--- src/rtl/triangular_index_to_row_col_core_macros.svh ---
// Assertion macros for the triangular index unrank core.
// Used by the top level only; expects clk_i and rst_ni in scope.
`ifndef TRIANGULAR_INDEX_TO_ROW_COL_CORE_MACROS_SVH
`define TRIANGULAR_INDEX_TO_ROW_COL_CORE_MACROS_SVH

// Same-cycle implication, held off during reset.
`define TRI_RC_ASSERT_NOW(label, ante, cons) \
  label: assert property (@(posedge clk_i) disable iff (!rst_ni) (ante) |-> (cons)) \
    else $error("tri_rc: check failed");

// Next-cycle implication, held off during reset.
`define TRI_RC_ASSERT_NEXT(label, ante, cons) \
  label: assert property (@(posedge clk_i) disable iff (!rst_ni) (ante) |=> (cons)) \
    else $error("tri_rc: check failed");

`endif

--- src/rtl/tri_rc_pkg.sv ---
// Shared types and fixed widths of the triangular index unrank core.
// No dependencies.
package tri_rc_pkg;

  localparam int unsigned IDX_W = 32;
  localparam int unsigned OUT_W = 16;
  localparam int unsigned CFG_W = 16;

  // Side information that travels with each item down the chain.
  typedef struct packed {
    logic [IDX_W-1:0] idx;
    logic             oor;
  } meta_t;

endpackage

--- src/rtl/tri_rc_sqrt_cell.sv ---
// One digit step of the pipelined integer square root.
// Depends on tri_rc_pkg for the item side information.
module tri_rc_sqrt_cell #(
  parameter int unsigned SW = 36,
  parameter int unsigned RW = 18
) (
  input  logic                clk_i,
  input  logic                rst_ni,
  input  logic                in_valid_i,
  output logic                in_ready_o,
  input  tri_rc_pkg::meta_t   meta_i,
  input  logic [SW-1:0]       rad_i,
  input  logic [RW+2:0]       rem_i,
  input  logic [RW-1:0]       root_i,
  output logic                out_valid_o,
  input  logic                out_ready_i,
  output tri_rc_pkg::meta_t   meta_o,
  output logic [SW-1:0]       rad_o,
  output logic [RW+2:0]       rem_o,
  output logic [RW-1:0]       root_o
);
  import tri_rc_pkg::*;

  localparam int unsigned RMW = RW + 3;

  logic            valid_q;
  logic            en;
  meta_t           meta_q;
  logic [SW-1:0]   rad_q;
  logic [RMW-1:0]  rem_q, rem_d, rem_sh, trial;
  logic [RW-1:0]   root_q, root_d;

  assign en         = !valid_q || out_ready_i;
  assign in_ready_o = en;

  // Bring down the next pair of radicand bits and try the next root bit.
  assign rem_sh = {rem_i[RMW-3:0], rad_i[SW-1:SW-2]};
  assign trial  = RMW'({root_i, 2'b01});

  always_comb begin
    if (rem_sh >= trial) begin
      rem_d  = rem_sh - trial;
      root_d = {root_i[RW-2:0], 1'b1};
    end else begin
      rem_d  = rem_sh;
      root_d = {root_i[RW-2:0], 1'b0};
    end
  end

  always_ff @(posedge clk_i or negedge rst_ni) begin
    if (!rst_ni) begin
      valid_q <= 1'b0;
    end else if (en) begin
      valid_q <= in_valid_i;
    end
  end

  always_ff @(posedge clk_i) begin
    if (en && in_valid_i) begin
      meta_q <= meta_i;
      rad_q  <= {rad_i[SW-3:0], 2'b00};
      rem_q  <= rem_d;
      root_q <= root_d;
    end
  end

  assign out_valid_o = valid_q;
  assign meta_o      = meta_q;
  assign rad_o       = rad_q;
  assign rem_o       = rem_q;
  assign root_o      = root_q;

endmodule

--- src/rtl/tri_rc_finish.sv ---
// Turns the square root into row and column: three registered stages.
// Depends on tri_rc_pkg for widths and the item side information.
module tri_rc_finish #(
  parameter int unsigned NW = 16,
  parameter int unsigned RW = 18
) (
  input  logic                      clk_i,
  input  logic                      rst_ni,
  input  logic [NW-1:0]             size_i,
  input  logic                      in_valid_i,
  output logic                      in_ready_o,
  input  tri_rc_pkg::meta_t         meta_i,
  input  logic [RW+2:0]             rem_i,
  input  logic [RW-1:0]             root_i,
  output logic                      out_valid_o,
  input  logic                      out_stall_i,
  output logic [tri_rc_pkg::OUT_W-1:0] row_o,
  output logic [tri_rc_pkg::OUT_W-1:0] col_o,
  output logic                      oor_o
);
  import tri_rc_pkg::*;

  localparam int unsigned PW = 2 * NW + 1;
  localparam int unsigned CW = (2 * NW > IDX_W) ? 2 * NW : IDX_W;

  logic             v1_q, v2_q, v3_q;
  logic             en1, en2, en3;
  meta_t            m1_q, m2_q;
  logic [NW-1:0]    row1_q, row2_q;
  logic [PW-2:0]    tri2_q, nrow2_q;
  logic [OUT_W-1:0] row3_q, col3_q;
  logic             oor3_q;

  logic [RW-1:0]    half, k;
  logic [NW-1:0]    row_d;
  logic [PW-1:0]    tri_prod;
  logic [PW-2:0]    nrow_prod;
  logic [CW-1:0]    col_full;

  assign en3        = !v3_q || !out_stall_i;
  assign en2        = !v2_q || en3;
  assign en1        = !v1_q || en2;
  assign in_ready_o = en1;

  // An exact root means a is itself triangular: step k down by one.
  assign half  = (root_i - RW'(1)) >> 1;
  assign k     = half - RW'(rem_i == '0);
  assign row_d = size_i - k[NW-1:0] - NW'(1);

  assign tri_prod  = PW'(row1_q) * PW'({1'b0, row1_q} + (NW + 1)'(1));
  assign nrow_prod = (PW - 1)'(size_i) * (PW - 1)'(row1_q);

  assign col_full = CW'(m2_q.idx) + CW'(tri2_q) - CW'(nrow2_q);

  always_ff @(posedge clk_i or negedge rst_ni) begin
    if (!rst_ni) begin
      v1_q <= 1'b0;
      v2_q <= 1'b0;
      v3_q <= 1'b0;
    end else begin
      if (en1) v1_q <= in_valid_i;
      if (en2) v2_q <= v1_q;
      if (en3) v3_q <= v2_q;
    end
  end

  always_ff @(posedge clk_i) begin
    if (en1 && in_valid_i) begin
      m1_q   <= meta_i;
      row1_q <= row_d;
    end
    if (en2 && v1_q) begin
      m2_q    <= m1_q;
      row2_q  <= row1_q;
      tri2_q  <= tri_prod[PW-1:1];
      nrow2_q <= nrow_prod;
    end
    if (en3 && v2_q) begin
      oor3_q <= m2_q.oor;
      row3_q <= m2_q.oor ? '0 : OUT_W'(row2_q);
      col3_q <= m2_q.oor ? '0 : col_full[OUT_W-1:0];
    end
  end

  assign out_valid_o = v3_q;
  assign row_o       = row3_q;
  assign col_o       = col3_q;
  assign oor_o       = oor3_q;

endmodule

--- src/rtl/triangular_index_to_row_col_core.sv ---
// Top level of the triangular index unrank core.
// Depends on tri_rc_pkg, tri_rc_sqrt_cell, tri_rc_finish and the macros header.
//
// Maps a flat index into the row-major upper triangle (diagonal included)
// of an n by n matrix back to its row and column.
// Channels: input items (flat_index_i) on in_valid_i / in_stall_o, result
// items (row_index_o, col_index_o, out_of_range_o) on out_valid_o /
// out_stall_i. An item moves at an edge with valid high and stall low.
// Configuration: cfg_we_i writes n from cfg_wdata_i; write only while idle.
// Stages: one range-check stage, one square-root cell per root bit
// (SIZE_BITS' + 2 cells, where SIZE_BITS' is SIZE_BITS capped at 16), and
// three stages for row and column.
// Throughput: one item per cycle unless the receiver stalls; the root cells set the latency.
// Out-of-range indices flow through the same chain and come out flagged
// with row and column zero.
// Reset clears all valid bits and sets n to 1.
// When the receiver stalls, the output holds and bubbles inside the chain
// still close up; in_stall_o rises only once every stage is full.
`include "triangular_index_to_row_col_core_macros.svh"

module triangular_index_to_row_col_core #(
  parameter int unsigned SIZE_BITS = 16
) (
  input  logic                                clk_i,
  input  logic                                rst_ni,
  input  logic                                cfg_we_i,
  input  logic [tri_rc_pkg::CFG_W-1:0]        cfg_wdata_i,
  input  logic                                in_valid_i,
  output logic                                in_stall_o,
  input  logic [tri_rc_pkg::IDX_W-1:0]        flat_index_i,
  output logic                                out_valid_o,
  input  logic                                out_stall_i,
  output logic [tri_rc_pkg::OUT_W-1:0]        row_index_o,
  output logic [tri_rc_pkg::OUT_W-1:0]        col_index_o,
  output logic                                out_of_range_o
);
  import tri_rc_pkg::*;

  // Kept width of n, triangle total, radicand and root.
  localparam int unsigned NW = (SIZE_BITS < CFG_W) ? SIZE_BITS : CFG_W;
  localparam int unsigned TW = 2 * NW;
  localparam int unsigned SW = TW + 4;
  localparam int unsigned RW = SW / 2;
  localparam int unsigned CW = (TW > IDX_W) ? TW : IDX_W;

  // Configuration: n and its triangle total, formed once at write time.
  logic [NW-1:0] size_q, size_d;
  logic [TW-1:0] total_q, total_d;
  logic [TW:0]   cfg_prod;

  assign size_d   = cfg_wdata_i[NW-1:0];
  assign cfg_prod = (TW + 1)'(size_d) * (TW + 1)'({1'b0, size_d} + (NW + 1)'(1));
  assign total_d  = cfg_prod[TW:1];

  always_ff @(posedge clk_i or negedge rst_ni) begin
    if (!rst_ni) begin
      size_q  <= NW'(1);
      total_q <= TW'(1);
    end else if (cfg_we_i) begin
      size_q  <= size_d;
      total_q <= total_d;
    end
  end

  // Front stage: range check and radicand 8a+1.
  logic          fv_q, fen;
  meta_t         fm_q;
  logic [SW-1:0] frad_q;
  logic          oor_d;
  logic [CW-1:0] diff;

  logic          cv   [RW+1];
  logic          crdy [RW+1];
  meta_t         cm   [RW+1];
  logic [SW-1:0] crad [RW+1];
  logic [RW+2:0] crem [RW+1];
  logic [RW-1:0] croot[RW+1];

  assign oor_d      = CW'(flat_index_i) >= CW'(total_q);
  assign diff       = CW'(total_q) - CW'(flat_index_i);
  assign fen        = !fv_q || crdy[0];
  assign in_stall_o = !fen;

  always_ff @(posedge clk_i or negedge rst_ni) begin
    if (!rst_ni) begin
      fv_q <= 1'b0;
    end else if (fen) begin
      fv_q <= in_valid_i;
    end
  end

  // Drop the radicand to zero for out-of-range items; their root is unused.
  always_ff @(posedge clk_i) begin
    if (fen && in_valid_i) begin
      fm_q.idx <= flat_index_i;
      fm_q.oor <= oor_d;
      frad_q   <= oor_d ? '0 : {1'b0, diff[TW-1:0], 3'b001};
    end
  end

  assign cv[0]    = fv_q;
  assign cm[0]    = fm_q;
  assign crad[0]  = frad_q;
  assign crem[0]  = '0;
  assign croot[0] = '0;

  // Root chain: one result bit per cell, most significant first.
  for (genvar i = 0; i < RW; i++) begin : g_cell
    tri_rc_sqrt_cell #(
      .SW (SW),
      .RW (RW)
    ) u_cell (
      .clk_i       (clk_i),
      .rst_ni      (rst_ni),
      .in_valid_i  (cv[i]),
      .in_ready_o  (crdy[i]),
      .meta_i      (cm[i]),
      .rad_i       (crad[i]),
      .rem_i       (crem[i]),
      .root_i      (croot[i]),
      .out_valid_o (cv[i+1]),
      .out_ready_i (crdy[i+1]),
      .meta_o      (cm[i+1]),
      .rad_o       (crad[i+1]),
      .rem_o       (crem[i+1]),
      .root_o      (croot[i+1])
    );
  end

  tri_rc_finish #(
    .NW (NW),
    .RW (RW)
  ) u_finish (
    .clk_i       (clk_i),
    .rst_ni      (rst_ni),
    .size_i      (size_q),
    .in_valid_i  (cv[RW]),
    .in_ready_o  (crdy[RW]),
    .meta_i      (cm[RW]),
    .rem_i       (crem[RW]),
    .root_i      (croot[RW]),
    .out_valid_o (out_valid_o),
    .out_stall_i (out_stall_i),
    .row_o       (row_index_o),
    .col_o       (col_index_o),
    .oor_o       (out_of_range_o)
  );

  // An accepted index past the triangle must be flagged at the front stage.
  `TRI_RC_ASSERT_NEXT(a_front_oor, in_valid_i && !in_stall_o && !cfg_we_i && oor_d, fv_q && fm_q.oor)
  // A valid result lies in the upper triangle.
  `TRI_RC_ASSERT_NOW(a_upper, out_valid_o && !out_of_range_o, col_index_o >= row_index_o)
  // A valid row is below n.
  `TRI_RC_ASSERT_NOW(a_row_lt_n, out_valid_o && !out_of_range_o, row_index_o < OUT_W'(size_q))
  // A flagged result carries zero coordinates.
  `TRI_RC_ASSERT_NOW(a_oor_zero, out_valid_o && out_of_range_o, row_index_o == '0 && col_index_o == '0)

endmodule

--- config.mk ---
export PLATFORM = sky130hd
export DESIGN_NAME = triangular_index_to_row_col_core
export DESIGN_NICKNAME = d
export VERILOG_FILES = /design/src/rtl/tri_rc_pkg.sv /design/src/rtl/tri_rc_sqrt_cell.sv /design/src/rtl/tri_rc_finish.sv /design/src/rtl/triangular_index_to_row_col_core.sv
export VERILOG_INCLUDE_DIRS = /design/src /design/src/rtl
export SDC_FILE = /design/constraint.sdc
export NUM_CORES = 2
export LEC_CHECK = 0
export ABC_AREA = 1
export BUFFER_PORTS_ARGS = -buffer_cell sky130_fd_sc_hd__buf_4
export CORE_AREA = 2 2 373 375
export DETAILED_ROUTE_END_ITERATION = 16
export DIE_AREA = 0 0 375 377
export GPL_ROUTABILITY_DRIVEN = 0
export PLACE_DENSITY = 0.71
export SLEW_MARGIN = 20
export SYNTH_ARGS = -nofsm -noshare
export SYNTH_HDL_FRONTEND = slang
export SYNTH_SLANG_ARGS = --single-unit
--- constraint.sdc ---
create_clock -name clk_i -period 12.4 [get_ports clk_i]
set_clock_uncertainty 0.1 [all_clocks]
set_input_delay 1.24 -clock clk_i [delete_from_list [all_inputs] [get_ports clk_i]]
set_output_delay 1.24 -clock clk_i [all_outputs]
set_load 0.02 [all_outputs]
==> out/metrics.cfg <==
[detailed_routing]
drtPass1Iterations=9
drt.antenna.violating_nets=0
drc=0
drt-initial-drc-count=3623
post_drt_wl_per_cell_um=17.00
drt_wl_total_mm=151.7
vias_per_cell=5.348
num_vias=47709

[synthesis]
yosys-top-cells-area=edfxtp_1 (50%), fa_1 (11%), ha_1 (8.0%), inv_1 (6.3%), nand2_1 (5.4%)
synth.top_cell.area_share_pct=49.78
ys_ff_latch=1313
syn_inst=6887
synth_top_family_by_area=adder cells
syn_nets=7819
ys.flop_type=edfxtp_1
synth_top_area_cell=edfxtp_1
synth_area_um2=74980
synth_enable_flop_cells=1243
syn-mean-instance-area_um2=10.89
muxShareOfSynthArea_pct=0.03004
synth_xor_area_share_pct=4.217
yosysUniqueCellTypes=74
synth_compound_area_share_pct=6.578
yosysSeqAreaShare_pct=52.12
yosys_warnings=0
async_flop_share_pct=5.331
synth.most_common_cell=inv_1
synthAdderAreaFrac_pct=18.69
yosys.area_share.simple_pct=11.28
ys_top_cells_by_count=inv_1 (1258), edfxtp_1 (1243), nand2_1 (1072), nor2_1 (572), ha_1 (477)

[setup_path]
endpoint_kind=flop
arrival_ns=9.04
path_class=primary input to flop
worst_ep_required_time_ns=12.96
start_kind=primary input
crit_buf_inv=5
cp_max_fo=28
slowest_delay_ns=0.55
cp_slowest_cell=fa_1
rrSetupSlack_ns=4.52
path_delay_family=adder cells
worst_path_most_repeated_cell=fa_1

[sta]
slew_headroom_pct=29.59
finalCritPeriodShare_pct=68.41
rsz0062_at_grt=no
tightest_slew_ns=1.053
setup_viol=0
hold_viol_final=0
drv_slew=0
setup_ws_ns=3.917
setup_tns_ns=0
timing.final.crit_period_ns=8.483
fmax_ghz=0.1179

[clock_tree]
cts_buffers=135
clock_sinks=1313
root_buffer=clkbuf_16
cts_resized=0
cts_tree=done
ctsHoldBuffers=0
clock_latency_ns=0.75
postCtsSetupRepairBufs=0
cts_buffer_depth=3
clk_pin_slew_ns=0.06
h-tree-depth=4

[layout]
area_growth_pct=9.690
num-fill-cells=10680
fin_nets=7952
drive_above_1_share_pct=5.949
post_layout_nonfiller_instances=8921
n_antenna_cell=0

[placed_design]
dp_slack_ns=3.359
dp.cells=8675
dp_hpwl_mm=111.8
port_buffers=87

[die]
coreArea_um2=137000
fp-row-count=136
die_w_um=375
die_h_um=377
die_area_um2=141400
start_util_pct=54.74
io_pins=88

[global_route]
antenna_found_initial=2
groute.usage.overall_pct=21.80
grt_max_degree=71
grt_pass1_wl_mm=246.3
grt_overflow=0
grt_pass1_vias=47888

[run_status]
outcome=finished, final reports clean

[run]
drv_cap=0

[hold_path]
hold_path_class=primary input to asynchronous set/reset pin

## registers in the layout, indices dropped and copies added (netlist names), 16 cells and up
signal and cells:
g_cell.u_cell.out_valid_o 18, g_cell.u_cell.meta_o 306, size_q 16, cm 17, g_cell.u_cell.root_o 170, u_finish.col_o 16, u_finish.row_o 16, u_finish.row2_q 16
total_q 32, u_finish.row1_q 16, u_finish.tri2_q 16, u_finish.m2_q 17, u_finish.m1_q 17, g_cell.u_cell.rem_o 313, g_cell.u_cell.rad_o 273, frad_q 33
u_finish.nrow2_q 16
## placed cells by master (no fill, tap or decap), types with 57 or more instances in the layout
cell type / count
inv_1: 1246
edfxtp_1: 1243
nand2_1: 1072
nor2_1: 562
ha_1: 477
fa_1: 402
a21oi_1: 399
o21ai_0: 292
xor2_1: 206
nand3_1: 163
xnor2_1: 155
clkbuf_16: 138
buf_4: 121
dfrtp_1: 68
nor3_1: 57
## path summary, 6_finish.rpt
check | startpoint | to | depth (start not counted)
setup / recovery | cfg_wdata_i[0] | total_q[29]$_DFFE_PN0P_ | 28
hold / removal | rst_ni | total_q[30]$_DFFE_PN0P_ | 1
setup reg to reg | u_finish.row1_q[0]$_DFFE_PP_ | u_finish.tri2_q[15]$_DFFE_PP_ | 23
hold reg to reg | g_cell[11].u_cell.meta_o[14]$_DFFE_PP_ | g_cell[12].u_cell.meta_o[14]$_DFFE_PP_ | 0
max in group asynchronous | rst_ni | size_q[0]$_DFFE_PN1P_ | 2
min in group clk_i | g_cell[11].u_cell.meta_o[14]$_DFFE_PP_ | g_cell[12].u_cell.meta_o[14]$_DFFE_PP_ | 0
## area by class of cell
| cell class | instances | area (um^2) | area share, % |
|---|---|---|---|
| flip-flops and latches | 1313 | 39080 | 47.51 |
| multi-input cells | 4171 | 30700 | 37.33 |
| inverters | 1276 | 4791 | 5.825 |
| clock buffers | 168 | 3566 | 4.336 |
| well taps | 1794 | 2245 | 2.729 |
| repair buffers | 123 | 963.4 | 1.171 |
| clock inverters | 76 | 899.6 | 1.094 |
## per-layer routing
metal	routed length (um)	GRT usage (%)	share of wire [%]	up-vias
li1	-	-	-	22927
met1	62610	28.58	41	22872
met2	73720	36.81	49	1588
met3	10540	3.720	7.0	322
met4	4787	7.578	3.2	0
met5	0	0	0	-
## cell families after synthesis
family | Yosys count
multiplexers | 2
AND/OR/NAND/NOR | 2033
XOR/XNOR | 361
buffers and inverters | 1403
flip-flops | 1313
other | 1
adder cells (fa/ha/maj) | 879
AO/OA/AOI/OAI | 895
## through the flow
step,area [um^2],util [%],hold slack (ns)
finish,82250,60.04,0.2827
global route,82250,60.04,0.2701
CTS,82170,59.99,0.3032
detailed placement,77710,56.73,0.3045
global placement,77710,56.73,0.3003
floorplan,74980,-,0.3003
Power is not shown: default switching activity piles up to over one toggle a cycle in this logic, so the estimate is an artifact.
